$ cat config.mk
export PLATFORM = sky130hd
export DESIGN_NAME = line_segment_clipper_unit
export DESIGN_NICKNAME = d
export VERILOG_FILES = /design/src/hw/rtl/lsc_pkg.sv /design/src/hw/rtl/lsc_divider.sv /design/src/hw/rtl/lsc_datapath.sv /design/src/hw/rtl/lsc_controller.sv /design/src/hw/rtl/line_segment_clipper_unit.sv
export VERILOG_INCLUDE_DIRS = /design/src /design/src/hw/rtl
export SDC_FILE = /design/constraint.sdc
export NUM_CORES = 2
export LEC_CHECK = 0
export ABC_AREA = 1
export BUFFER_PORTS_ARGS = -buffer_cell sky130_fd_sc_hd__buf_2
export CAP_MARGIN = 5
export CELL_PAD_IN_SITES_DETAIL_PLACEMENT = 1
export CELL_PAD_IN_SITES_GLOBAL_PLACEMENT = 2
export CORE_MARGIN = 1.5
export CORE_UTILIZATION = 41
export CTS_CLUSTER_DIAMETER = 30
export DETAILED_ROUTE_END_ITERATION = 8
export PLACE_DENSITY_LB_ADDON = 0.1
export RECOVER_POWER = 50
export REMOVE_ABC_BUFFERS = 1
export SKIP_LAST_GASP = 1
export SLEW_MARGIN = 20
export SYNTH_ARGS = -nofsm -noshare
export SYNTH_HDL_FRONTEND = slang
export SYNTH_SLANG_ARGS = --single-unit
export TNS_END_PERCENT = 50
$ cat constraint.sdc
create_clock -name clock -period 11.15 [get_ports clock]
set_input_delay 2.23 -clock clock [delete_from_list [all_inputs] [get_ports clock]]
set_output_delay 2.23 -clock clock [all_outputs]
set_load 0.05 [all_outputs]
$ cat src/hw/rtl/line_segment_clipper_unit_macros.svh
`ifndef LINE_SEGMENT_CLIPPER_UNIT_MACROS_SVH
`define LINE_SEGMENT_CLIPPER_UNIT_MACROS_SVH

// Same-cycle implication, checked on every rising edge outside reset.
`define LSC_ASSERT_SAME(label, clk, rst, ante, cons, msg) \
   label: assert property (@(posedge clk) disable iff (rst) (ante) |-> (cons)) \
      else $error(msg);

// Next-cycle implication, checked on every rising edge outside reset.
`define LSC_ASSERT_NEXT(label, clk, rst, ante, cons, msg) \
   label: assert property (@(posedge clk) disable iff (rst) (ante) |=> (cons)) \
      else $error(msg);

`endif

$ cat src/hw/rtl/lsc_pkg.sv
`default_nettype none

package lsc_pkg;

   // Coordinates and the differences between them.
   localparam int COORD_W = 16;
   localparam int DIFF_W  = COORD_W + 1;
   // A difference of two coordinates never reaches -2**16, so its magnitude fits COORD_W bits.
   localparam int MAG_W   = COORD_W;
   localparam int PROD_W  = 2 * MAG_W;
   localparam int SUM_W   = PROD_W + 2;

   // Restoring divider: one quotient bit per cycle.
   localparam int DIV_CNT_W = $clog2(PROD_W);
   localparam logic [DIV_CNT_W-1:0] DIV_LAST = DIV_CNT_W'(PROD_W - 1);

   // Clip step bound.
   localparam int CLIP_CNT_W = 3;
   localparam logic [CLIP_CNT_W-1:0] MAX_CLIPS = CLIP_CNT_W'(4);

   // Outcode bits.
   localparam logic [3:0] CODE_LEFT  = 4'h1;
   localparam logic [3:0] CODE_RIGHT = 4'h2;
   localparam logic [3:0] CODE_BELOW = 4'h4;
   localparam logic [3:0] CODE_ABOVE = 4'h8;

   // Register map.
   localparam int CSR_INDEX_W = 8;
   localparam logic [CSR_INDEX_W-1:0] CSR_WINDOW_LEFT   = CSR_INDEX_W'(0);
   localparam logic [CSR_INDEX_W-1:0] CSR_WINDOW_RIGHT  = CSR_INDEX_W'(1);
   localparam logic [CSR_INDEX_W-1:0] CSR_WINDOW_BOTTOM = CSR_INDEX_W'(2);
   localparam logic [CSR_INDEX_W-1:0] CSR_WINDOW_TOP    = CSR_INDEX_W'(3);

   typedef logic signed [COORD_W-1:0] coord_type;
   typedef logic [3:0] outcode_type;

   localparam coord_type WINDOW_LEFT_RESET   = COORD_W'(200);
   localparam coord_type WINDOW_RIGHT_RESET  = COORD_W'(400);
   localparam coord_type WINDOW_BOTTOM_RESET = COORD_W'(200);
   localparam coord_type WINDOW_TOP_RESET    = COORD_W'(400);

   // Controller to datapath.
   typedef struct packed {
      logic load;       // capture the request endpoints
      logic setup;      // choose the boundary and register the differences
      logic mult;       // register the numerator magnitude
      logic div_start;  // launch the divider
      logic write;      // move the chosen endpoint onto the boundary
   } lsc_cmd_type;

   // Datapath to controller.
   typedef struct packed {
      logic start_inside;
      logic end_inside;
      logic trivial_reject;
      logic div_done;
   } lsc_status_type;

endpackage

`default_nettype wire

$ cat src/hw/rtl/lsc_divider.sv
`default_nettype none

module lsc_divider
   import lsc_pkg::*;
(
   input  wire logic              clock,
   input  wire logic              reset,
   input  wire logic              start,
   input  wire logic [PROD_W-1:0] dividend,
   input  wire logic [MAG_W-1:0]  divisor,
   output logic                   done,
   output logic [PROD_W-1:0]      quotient
);

   logic                 active_ff, active_in;
   logic                 done_ff, done_in;
   logic [DIV_CNT_W-1:0] cnt_ff, cnt_in;
   logic [PROD_W-1:0]    quo_ff, quo_in;
   logic [MAG_W-1:0]     rem_ff, rem_in;
   logic [MAG_W-1:0]     dsr_ff, dsr_in;
   logic [MAG_W:0]       shifted;
   logic [MAG_W:0]       trial;
   logic                 fits;

   // One restoring step: bring down the next dividend bit and try to subtract.
   assign shifted = {rem_ff, quo_ff[PROD_W-1]};
   assign trial   = shifted - {1'b0, dsr_ff};
   assign fits    = !trial[MAG_W];

   always_comb begin
      active_in = active_ff;
      done_in   = 1'b0;
      cnt_in    = cnt_ff;
      quo_in    = quo_ff;
      rem_in    = rem_ff;
      dsr_in    = dsr_ff;
      if (start) begin
         active_in = 1'b1;
         cnt_in    = '0;
         quo_in    = dividend;
         rem_in    = '0;
         dsr_in    = divisor;
      end else if (active_ff) begin
         quo_in = {quo_ff[PROD_W-2:0], fits};
         rem_in = fits ? trial[MAG_W-1:0] : shifted[MAG_W-1:0];
         cnt_in = cnt_ff + 1'b1;
         if (cnt_ff == DIV_LAST) begin
            active_in = 1'b0;
            done_in   = 1'b1;
         end
      end
   end

   always_ff @(posedge clock) begin
      if (reset) begin
         active_ff <= 1'b0;
         done_ff   <= 1'b0;
         cnt_ff    <= '0;
      end else begin
         active_ff <= active_in;
         done_ff   <= done_in;
         cnt_ff    <= cnt_in;
      end
   end

   always_ff @(posedge clock) begin
      quo_ff <= quo_in;
      rem_ff <= rem_in;
      dsr_ff <= dsr_in;
   end

   assign done     = done_ff;
   assign quotient = quo_ff;

endmodule

`default_nettype wire

$ cat src/hw/rtl/lsc_datapath.sv
`default_nettype none

module lsc_datapath
   import lsc_pkg::*;
(
   input  wire logic                   clock,
   input  wire logic                   reset,
   input  wire lsc_cmd_type            cmd,
   output lsc_status_type              status,
   input  wire coord_type              req_start_x,
   input  wire coord_type              req_start_y,
   input  wire coord_type              req_end_x,
   input  wire coord_type              req_end_y,
   input  wire logic                   csr_write,
   input  wire logic [CSR_INDEX_W-1:0] csr_index,
   input  wire logic [COORD_W-1:0]     csr_data,
   output coord_type                   pt_start_x,
   output coord_type                   pt_start_y,
   output coord_type                   pt_end_x,
   output coord_type                   pt_end_y
);

   localparam logic signed [SUM_W-1:0] SAT_HI = SUM_W'(2 ** (COORD_W - 1) - 1);
   localparam logic signed [SUM_W-1:0] SAT_LO = SUM_W'(-(2 ** (COORD_W - 1)));

   coord_type win_left_ff, win_right_ff, win_bottom_ff, win_top_ff;
   coord_type sx_ff, sy_ff, ex_ff, ey_ff;
   coord_type sx_in, sy_in, ex_in, ey_in;

   // Registered operands of one clip step.
   logic [MAG_W-1:0]  mag_a_ff, mag_b_ff, mag_den_ff;
   logic              neg_ff, den_zero_ff, move_start_ff, horiz_ff;
   coord_type         anchor_ff, bound_ff;
   logic [PROD_W-1:0] prod_ff;

   outcode_type code_start, code_end, code_sel;
   coord_type   a0_sel, a1_sel, b0_sel, b1_sel, bound_sel;
   logic        horiz_sel;
   logic signed [DIFF_W-1:0] diff_a, diff_b, diff_den;

   logic [PROD_W-1:0]        quotient;
   logic                     div_done;
   logic [SUM_W-1:0]         quo_ext;
   logic signed [SUM_W-1:0]  quo_signed, sum_full;
   coord_type                cross_coord;

   function automatic outcode_type outcode(input coord_type x, input coord_type y,
                                           input coord_type lft, input coord_type rgt,
                                           input coord_type bot, input coord_type top);
      outcode_type c;
      c = '0;
      if (x < lft) c = c | CODE_LEFT;
      if (x > rgt) c = c | CODE_RIGHT;
      if (y < bot) c = c | CODE_BELOW;
      if (y > top) c = c | CODE_ABOVE;
      return c;
   endfunction

   function automatic logic [MAG_W-1:0] magnitude(input logic signed [DIFF_W-1:0] v);
      logic signed [DIFF_W-1:0] n;
      n = v[DIFF_W-1] ? -v : v;
      return n[MAG_W-1:0];
   endfunction

   // Window registers.
   always_ff @(posedge clock) begin
      if (reset) begin
         win_left_ff   <= WINDOW_LEFT_RESET;
         win_right_ff  <= WINDOW_RIGHT_RESET;
         win_bottom_ff <= WINDOW_BOTTOM_RESET;
         win_top_ff    <= WINDOW_TOP_RESET;
      end else if (csr_write) begin
         case (csr_index)
            CSR_WINDOW_LEFT:   win_left_ff   <= csr_data;
            CSR_WINDOW_RIGHT:  win_right_ff  <= csr_data;
            CSR_WINDOW_BOTTOM: win_bottom_ff <= csr_data;
            CSR_WINDOW_TOP:    win_top_ff    <= csr_data;
            default: ;
         endcase
      end
   end

   assign code_start = outcode(sx_ff, sy_ff, win_left_ff, win_right_ff, win_bottom_ff,
                               win_top_ff);
   assign code_end   = outcode(ex_ff, ey_ff, win_left_ff, win_right_ff, win_bottom_ff,
                               win_top_ff);
   assign code_sel   = (code_start != '0) ? code_start : code_end;

   assign status.start_inside   = (code_start == '0);
   assign status.end_inside     = (code_end == '0);
   assign status.trivial_reject = |(code_start & code_end);
   assign status.div_done       = div_done;

   // Boundary choice: top, bottom, right, left. The start point is always the anchor.
   always_comb begin
      horiz_sel = 1'b1;
      a0_sel    = sx_ff;
      a1_sel    = ex_ff;
      b0_sel    = sy_ff;
      b1_sel    = ey_ff;
      bound_sel = win_top_ff;
      if (|(code_sel & CODE_ABOVE)) begin
         bound_sel = win_top_ff;
      end else if (|(code_sel & CODE_BELOW)) begin
         bound_sel = win_bottom_ff;
      end else begin
         horiz_sel = 1'b0;
         a0_sel    = sy_ff;
         a1_sel    = ey_ff;
         b0_sel    = sx_ff;
         b1_sel    = ex_ff;
         bound_sel = (|(code_sel & CODE_RIGHT)) ? win_right_ff : win_left_ff;
      end
   end

   assign diff_a   = DIFF_W'(a1_sel) - DIFF_W'(a0_sel);
   assign diff_b   = DIFF_W'(bound_sel) - DIFF_W'(b0_sel);
   assign diff_den = DIFF_W'(b1_sel) - DIFF_W'(b0_sel);

   always_ff @(posedge clock) begin
      if (cmd.setup) begin
         mag_a_ff      <= magnitude(diff_a);
         mag_b_ff      <= magnitude(diff_b);
         mag_den_ff    <= magnitude(diff_den);
         neg_ff        <= diff_a[DIFF_W-1] ^ diff_b[DIFF_W-1] ^ diff_den[DIFF_W-1];
         den_zero_ff   <= (diff_den == '0);
         move_start_ff <= (code_start != '0);
         horiz_ff      <= horiz_sel;
         anchor_ff     <= a0_sel;
         bound_ff      <= bound_sel;
      end
      if (cmd.mult) begin
         prod_ff <= PROD_W'(mag_a_ff) * PROD_W'(mag_b_ff);
      end
   end

   lsc_divider u_divider (
      .clock    (clock),
      .reset    (reset),
      .start    (cmd.div_start),
      .dividend (prod_ff),
      .divisor  (mag_den_ff),
      .done     (div_done),
      .quotient (quotient)
   );

   // Sign the truncated quotient, add the anchor and saturate; a zero denominator gives the anchor.
   assign quo_ext    = SUM_W'(quotient);
   assign quo_signed = neg_ff ? -$signed(quo_ext) : $signed(quo_ext);
   assign sum_full   = SUM_W'(anchor_ff) + quo_signed;

   always_comb begin
      if (den_zero_ff) begin
         cross_coord = anchor_ff;
      end else if (sum_full > SAT_HI) begin
         cross_coord = SAT_HI[COORD_W-1:0];
      end else if (sum_full < SAT_LO) begin
         cross_coord = SAT_LO[COORD_W-1:0];
      end else begin
         cross_coord = sum_full[COORD_W-1:0];
      end
   end

   always_comb begin
      sx_in = sx_ff;
      sy_in = sy_ff;
      ex_in = ex_ff;
      ey_in = ey_ff;
      if (cmd.load) begin
         sx_in = req_start_x;
         sy_in = req_start_y;
         ex_in = req_end_x;
         ey_in = req_end_y;
      end else if (cmd.write) begin
         if (move_start_ff) begin
            sx_in = horiz_ff ? cross_coord : bound_ff;
            sy_in = horiz_ff ? bound_ff : cross_coord;
         end else begin
            ex_in = horiz_ff ? cross_coord : bound_ff;
            ey_in = horiz_ff ? bound_ff : cross_coord;
         end
      end
   end

   always_ff @(posedge clock) begin
      sx_ff <= sx_in;
      sy_ff <= sy_in;
      ex_ff <= ex_in;
      ey_ff <= ey_in;
   end

   assign pt_start_x = sx_ff;
   assign pt_start_y = sy_ff;
   assign pt_end_x   = ex_ff;
   assign pt_end_y   = ey_ff;

endmodule

`default_nettype wire

$ cat src/hw/rtl/lsc_controller.sv
`default_nettype none

`include "line_segment_clipper_unit_macros.svh"

module lsc_controller
   import lsc_pkg::*;
(
   input  wire logic           clock,
   input  wire logic           reset,
   input  wire logic           start,
   input  wire lsc_status_type status,
   output lsc_cmd_type         cmd,
   output logic                busy,
   output logic                rsp_valid,
   output logic                rsp_accepted
);

   typedef enum logic [2:0] {
      ST_IDLE,
      ST_EXAMINE,
      ST_SETUP,
      ST_MULT,
      ST_LAUNCH,
      ST_DIVIDE,
      ST_WRITE
   } state_type;

   state_type             state_ff, state_in;
   logic [CLIP_CNT_W-1:0] clips_ff, clips_in;
   logic                  busy_ff, busy_in;
   logic                  rsp_valid_ff, rsp_valid_in;
   logic                  accepted_ff, accepted_in;

   always_comb begin
      state_in     = state_ff;
      clips_in     = clips_ff;
      accepted_in  = accepted_ff;
      rsp_valid_in = 1'b0;
      case (state_ff)
         ST_IDLE: begin
            if (start) begin
               state_in = ST_EXAMINE;
               clips_in = '0;
            end
         end
         ST_EXAMINE: begin
            if (status.start_inside && status.end_inside) begin
               state_in     = ST_IDLE;
               rsp_valid_in = 1'b1;
               accepted_in  = 1'b1;
            end else if (status.trivial_reject || (clips_ff == MAX_CLIPS)) begin
               state_in     = ST_IDLE;
               rsp_valid_in = 1'b1;
               accepted_in  = 1'b0;
            end else begin
               state_in = ST_SETUP;
               clips_in = clips_ff + 1'b1;
            end
         end
         ST_SETUP:  state_in = ST_MULT;
         ST_MULT:   state_in = ST_LAUNCH;
         ST_LAUNCH: state_in = ST_DIVIDE;
         ST_DIVIDE: begin
            if (status.div_done) begin
               state_in = ST_WRITE;
            end
         end
         ST_WRITE:  state_in = ST_EXAMINE;
         default:   state_in = ST_IDLE;
      endcase
      busy_in = (state_in != ST_IDLE);
   end

   always_ff @(posedge clock) begin
      if (reset) begin
         state_ff     <= ST_IDLE;
         clips_ff     <= '0;
         busy_ff      <= 1'b0;
         rsp_valid_ff <= 1'b0;
         accepted_ff  <= 1'b0;
      end else begin
         state_ff     <= state_in;
         clips_ff     <= clips_in;
         busy_ff      <= busy_in;
         rsp_valid_ff <= rsp_valid_in;
         accepted_ff  <= accepted_in;
      end
   end

   assign cmd.load      = (state_ff == ST_IDLE) && start;
   assign cmd.setup     = (state_ff == ST_SETUP);
   assign cmd.mult      = (state_ff == ST_MULT);
   assign cmd.div_start = (state_ff == ST_LAUNCH);
   assign cmd.write     = (state_ff == ST_WRITE);

   assign busy         = busy_ff;
   assign rsp_valid    = rsp_valid_ff;
   assign rsp_accepted = accepted_ff;

   `LSC_ASSERT_SAME(a_clip_bound, clock, reset, 1'b1, clips_ff <= MAX_CLIPS, "clip count overrun")
   `LSC_ASSERT_NEXT(a_single_strobe, clock, reset, rsp_valid_ff, !rsp_valid_ff, "strobe too long")
   `LSC_ASSERT_NEXT(a_start_busy, clock, reset, start && !busy_ff, busy_ff, "request not taken")
   `LSC_ASSERT_SAME(a_write_after_div, clock, reset, state_ff == ST_WRITE, $past(status.div_done), "write before quotient")

endmodule

`default_nettype wire

$ cat src/hw/rtl/line_segment_clipper_unit.sv
`default_nettype none

// Cohen-Sutherland line clipper. A request carries one segment as two signed 16-bit endpoints
// and is taken at the rising edge where start is high and busy is low. The segment is clipped
// against the window held in four registers, and one response comes back as a single-cycle
// strobe on rsp_valid with the accept flag and the final endpoints. The receiver cannot stall:
// the response must be captured in the cycle that rsp_valid is high. A request makes 0 to 4
// clip steps before its strobe. Each clip step runs the boundary selection, the multiply,
// the shared 32-step restoring divider (one quotient bit per cycle), the final add and the
// outcode check. busy drops in the strobe cycle, so the next request may be taken at the
// edge that ends that cycle.
module line_segment_clipper_unit
   import lsc_pkg::*;
(
   input  wire logic                   clock,
   input  wire logic                   reset,

   // Request channel.
   input  wire logic                   start,
   output logic                        busy,
   input  wire coord_type              req_start_x,
   input  wire coord_type              req_start_y,
   input  wire coord_type              req_end_x,
   input  wire coord_type              req_end_y,

   // Response channel.
   output logic                        rsp_valid,
   output logic                        rsp_accepted,
   output coord_type                   rsp_clipped_start_x,
   output coord_type                   rsp_clipped_start_y,
   output coord_type                   rsp_clipped_end_x,
   output coord_type                   rsp_clipped_end_y,

   // Register write channel.
   input  wire logic                   csr_valid,
   output logic                        csr_ready,
   input  wire logic [CSR_INDEX_W-1:0] csr_index,
   input  wire logic [COORD_W-1:0]     csr_data
);

   lsc_cmd_type    cmd;
   lsc_status_type status;

   // Register writes are expected only between requests, so the channel is always open.
   // Writes to an index past the window registers are dropped.
   assign csr_ready = 1'b1;

   // The controller sequences the outcode check and the clip steps.
   lsc_controller u_controller (
      .clock        (clock),
      .reset        (reset),
      .start        (start),
      .status       (status),
      .cmd          (cmd),
      .busy         (busy),
      .rsp_valid    (rsp_valid),
      .rsp_accepted (rsp_accepted)
   );

   // The datapath holds the window, the current endpoints, the multiplier and the divider.
   // The endpoint registers stay put after the last step, so they serve as the response
   // payload in the strobe cycle.
   lsc_datapath u_datapath (
      .clock       (clock),
      .reset       (reset),
      .cmd         (cmd),
      .status      (status),
      .req_start_x (req_start_x),
      .req_start_y (req_start_y),
      .req_end_x   (req_end_x),
      .req_end_y   (req_end_y),
      .csr_write   (csr_valid && csr_ready),
      .csr_index   (csr_index),
      .csr_data    (csr_data),
      .pt_start_x  (rsp_clipped_start_x),
      .pt_start_y  (rsp_clipped_start_y),
      .pt_end_x    (rsp_clipped_end_x),
      .pt_end_y    (rsp_clipped_end_y)
   );

endmodule

`default_nettype wire

==> results.json <==
{
  "outcome": "finished, violations left",
  "failed_checks": "capacitance limit, slew limit",
  "final_cells": 5387,
  "max_cap_violations": 9,
  "finalHoldViolCount": 0,
  "postSynthCellCount": 4124,
  "regToRegStartpoint": "u_datapath.mag_a_ff[5]",
  "port-buffer-count": 158,
  "effective_utilization_at_floorplan_pct": 41.23,
  "power_density_nw_per_um2": 331.5,
  "timing.clock.skew_ns": 0.04200,
  "die-area_um2": 79330,
  "ys.warnings.count": 0,
  "timing.hold.worst.class": "reg2reg",
  "post-route-min-period_ns": 7.268,
  "setup.worst_path.start_class": "register",
  "synth_async_sr_flop_share_pct": 0,
  "post-synth-top-area-fraction_pct": 21.51,
  "hold_end": "u_datapath.u_divider.dsr_ff[5]",
  "dp.final_hpwl_mm": 86.99,
  "globalRouteTotalUtil_pct": 27.83,
  "routed_via_density": 5.128,
  "cts_root_buf": "clkbuf_16",
  "worstHoldStart": "u_datapath.mag_den_ff[5]",
  "dr.max_layer_used": "met4",
  "cts-hold-fix-buffers": 0,
  "wl_met2_mm": 53.82,
  "globalplace.congestion": 0.8787,
  "grt_antenna_before_repair": 1,
  "antenna_violating_nets_post_route": 0,
  "m1WireLength_mm": 44.72,
  "clock_sinks": 324,
  "critical_path.max_fanout": 16,
  "relSlewSlack_pct": -135.3,
  "htree_num_levels": 3,
  "route.vias.total": 27620,
  "crit_required_ns": 11.52,
  "clock_network_latency_to_the_later_pin_of_the_worst_skew_pair_ns": 0.66,
  "worst_r2r_endpoint": "u_datapath.prod_ff[28]",
  "final_nets": 4879,
  "core_area_um2": 77210,
  "grt_max_degree": 97,
  "unique_cell_type_count_in_the_yosys_netlist": 61,
  "synth_enable_flop_cells": 228,
  "rsz0062_at_grt": "false",
  "drcViolationCount": 0,
  "synth_top_area_cells": "edfxtp_1 22%, nand2_1 14%, ha_1 13%",
  "cts_tree": "done",
  "drt-total-wl_mm": 108.6,
  "drt_pass1_iterations": 5,
  "layout-area-overhead-vs-synth_pct": 16.91,
  "whs_path_depth": 0,
  "clk_pin_slew_worst_paths_ns": 0.04,
  "vdd.ir_drop.worst_v": 0.0003660,
  "via_count_of_the_first_global_routing_pass": 29370,
  "die_w_um": 281.7,
  "period_utilisation_layout_pct": 65.19,
  "antenna_cells": 0,
  "post-route-util_pct": 48.21,
  "cts_repair_resize_count": 0,
  "met3RoutedLength_mm": 4.841,
  "regToRegSetupSlack_ns": 3.88,
  "criticalPathCategory": "reg2reg",
  "die_height_um": 281.7,
  "cp.arrival_ns": 7.64,
  "finalSetupViolations": 0,
  "synthMostInstantiatedCell": "nand2_1",
  "pin_count": 160,
  "proportion_of_synthesized_chip_area_in_sequential_cells_pct": 27.54,
  "global_route_wire_length_before_repair_mm": 167.5,
  "synthTopCellsByCount": "1,150 x nand2_1, 717 x inv_1, 327 x ha_1",
  "mappedNetlistArea_um2": 31840,
  "std_cell_rows": 102,
  "worstMarginPinSlew_ns": 3.530,
  "maxClockFrequency_mhz": 137.6,
  "r2r.worst_path.cells": 22,
  "timing_max_transition_violations_final": 344,
  "drt_iter0_markers": 1312,
  "remaining_overflow_grt": 0,
  "synth.ff_latch_count": 324,
  "cts-root-to-sink-buffers": 3,
  "placed_cells_incl_taps": 5201,
  "endpoint_kind": "register",
  "wl_per_cell_um": 20.16,
  "post-cts-setup-buffers": 0,
  "ys_dominant_reg_cell": "edfxtp_1",
  "fin_setup_tns_ns": 0,
  "leading_area_contributor_after_synthesis": "edfxtp_1",
  "p_leak_uw": 0.01850,
  "numCtsBuffers": 99,
  "per_instance_average_area_after_synthesis_um2": 7.720,
  "final_layout_size_suffix_gt1_share_pct": 10.08
}
==> worst max-delay path: stages, from the launching register on <==
cell	delay (ns)
edfxtp_1	0.77
nand2_1	0.16
fa_1	0.57
inv_1	0.05
fa_1	0.55
inv_1	0.06
fa_1	0.47
fa_1	0.49
inv_1	0.06
fa_1	0.50
fa_1	0.49
ha_1	0.36
nand2_1	0.06
o21ai_0	0.28
a21oi_1	0.11
o21ai_0	0.37
a21boi_0	0.22
o21ai_0	0.41
a21oi_1	0.17
o21ai_0	0.31
a21boi_0	0.20
o21ai_0	0.22
xor2_1	0.09
==> cell usage in the layout, fill, tap and decap left out, types with 24 or more instances in the layout <==
cell,instances
nand2_1,1149
inv_1,716
ha_1,327
a21oi_1,281
edfxtp_1,228
o21ai_0,218
fa_1,198
nor2_1,167
buf_2,156
nand3_1,121
xor2_1,103
clkbuf_16,99
dfxtp_1,96
xnor2_1,57
nor3_1,33
bufinv_16,30
o211ai_1,28
nand4_1,27
clkbuf_1,24
==> cell type report <==
cell class / count / area (µm²)
Inverter: 736 / 2765
Sequential cell: 324 / 8768
Timing Repair Buffer: 179 / 904.6
Clock inverter: 74 / 1204
Tap cell: 1040 / 1301
Clock buffer: 112 / 2546
Multi-Input combinational cell: 2922 / 19730
Fill cell: 9472 / 39990
==> how the worst max path moves through the flow <==
stage / depth (start not counted) / start / slack, ns / end
finish: 22 / u_datapath.mag_a_ff[5] / 3.88 / u_datapath.prod_ff[28]
global route: 28 / u_datapath.mag_b_ff[6] / 3.23 / u_datapath.prod_ff[29]
CTS: 22 / u_datapath.mag_b_ff[6] / 3.83 / u_datapath.prod_ff[28]
detailed placement: 25 / u_datapath.mag_b_ff[6] / 3.90 / u_datapath.prod_ff[29]
global placement: 25 / u_datapath.mag_b_ff[6] / 4.09 / u_datapath.prod_ff[29]
floorplan: 6 / u_controller.state_ff[1] / 4.19 / u_controller.busy
==> flip-flops by register name (all words and copies together) (netlist names), 3 cells and up <==
name and cells:
u_controller.clips_ff 3, u_controller.state_ff 3, u_datapath.anchor_ff 16, u_datapath.bound_ff 16, u_datapath.mag_a_ff 16, u_datapath.mag_b_ff 16
u_datapath.mag_den_ff 16, u_datapath.prod_ff 32, u_datapath.pt_end_x 16, u_datapath.pt_end_y 16, u_datapath.pt_start_x 16, u_datapath.pt_start_y 16
u_datapath.u_divider.cnt_ff 5, u_datapath.u_divider.dsr_ff 16, u_datapath.u_divider.quotient 32, u_datapath.u_divider.rem_ff 16, u_datapath.win_bottom_ff 16, u_datapath.win_left_ff 16
u_datapath.win_right_ff 16, u_datapath.win_top_ff 16
==> cells by family after synthesis <==
| family | synth area share [%] |
|---|---|
| flops | 27.54 |
| fa+ha+maj | 25.30 |
| compound gates | 10.78 |
| simple gates | 21.15 |
| xor+xnor | 4.606 |
| other cells | 0.01178 |
| buf+inv | 10.54 |
| mux | 0.06288 |
==> stage by stage <==
step / hold WS, ns / power [µW] / worst slack (ns) / instance area, µm²
floorplan: 0.4003 / 7044 / 4.192 / 31250
global placement: 0.4045 / 9168 / 4.092 / 33540
detailed placement: 0.4074 / 9267 / 3.895 / 33540
CTS: 0.4104 / 12570 / 3.834 / 37290
global route: 0.4168 / 13450 / 3.229 / 37220
finish: 0.4112 / 12340 / 3.882 / 37220
==> routing by layer <==
| layer | vias to the layer above | GRT usage [%] |
|---|---|---|
| met5 | - | 0 |
| met4 | 0 | 12.96 |
| met3 | 214 | 4.839 |
| met2 | 546 | 48.92 |
| met1 | 13420 | 32.94 |
| li1 | 13450 | - |
==> power breakdown <==
| part | internal (µW) | leakage (µW) | switching [µW] |
|---|---|---|---|
| clock network | 2320 | 0.00181 | 877 |
| registers | 1800 | 0.00287 | 161 |
| logic | 2640 | 0.0138 | 4550 |
| total | 6750 | 0.0185 | 5590 |
Note: power is estimated with default switching activity, not from simulation.
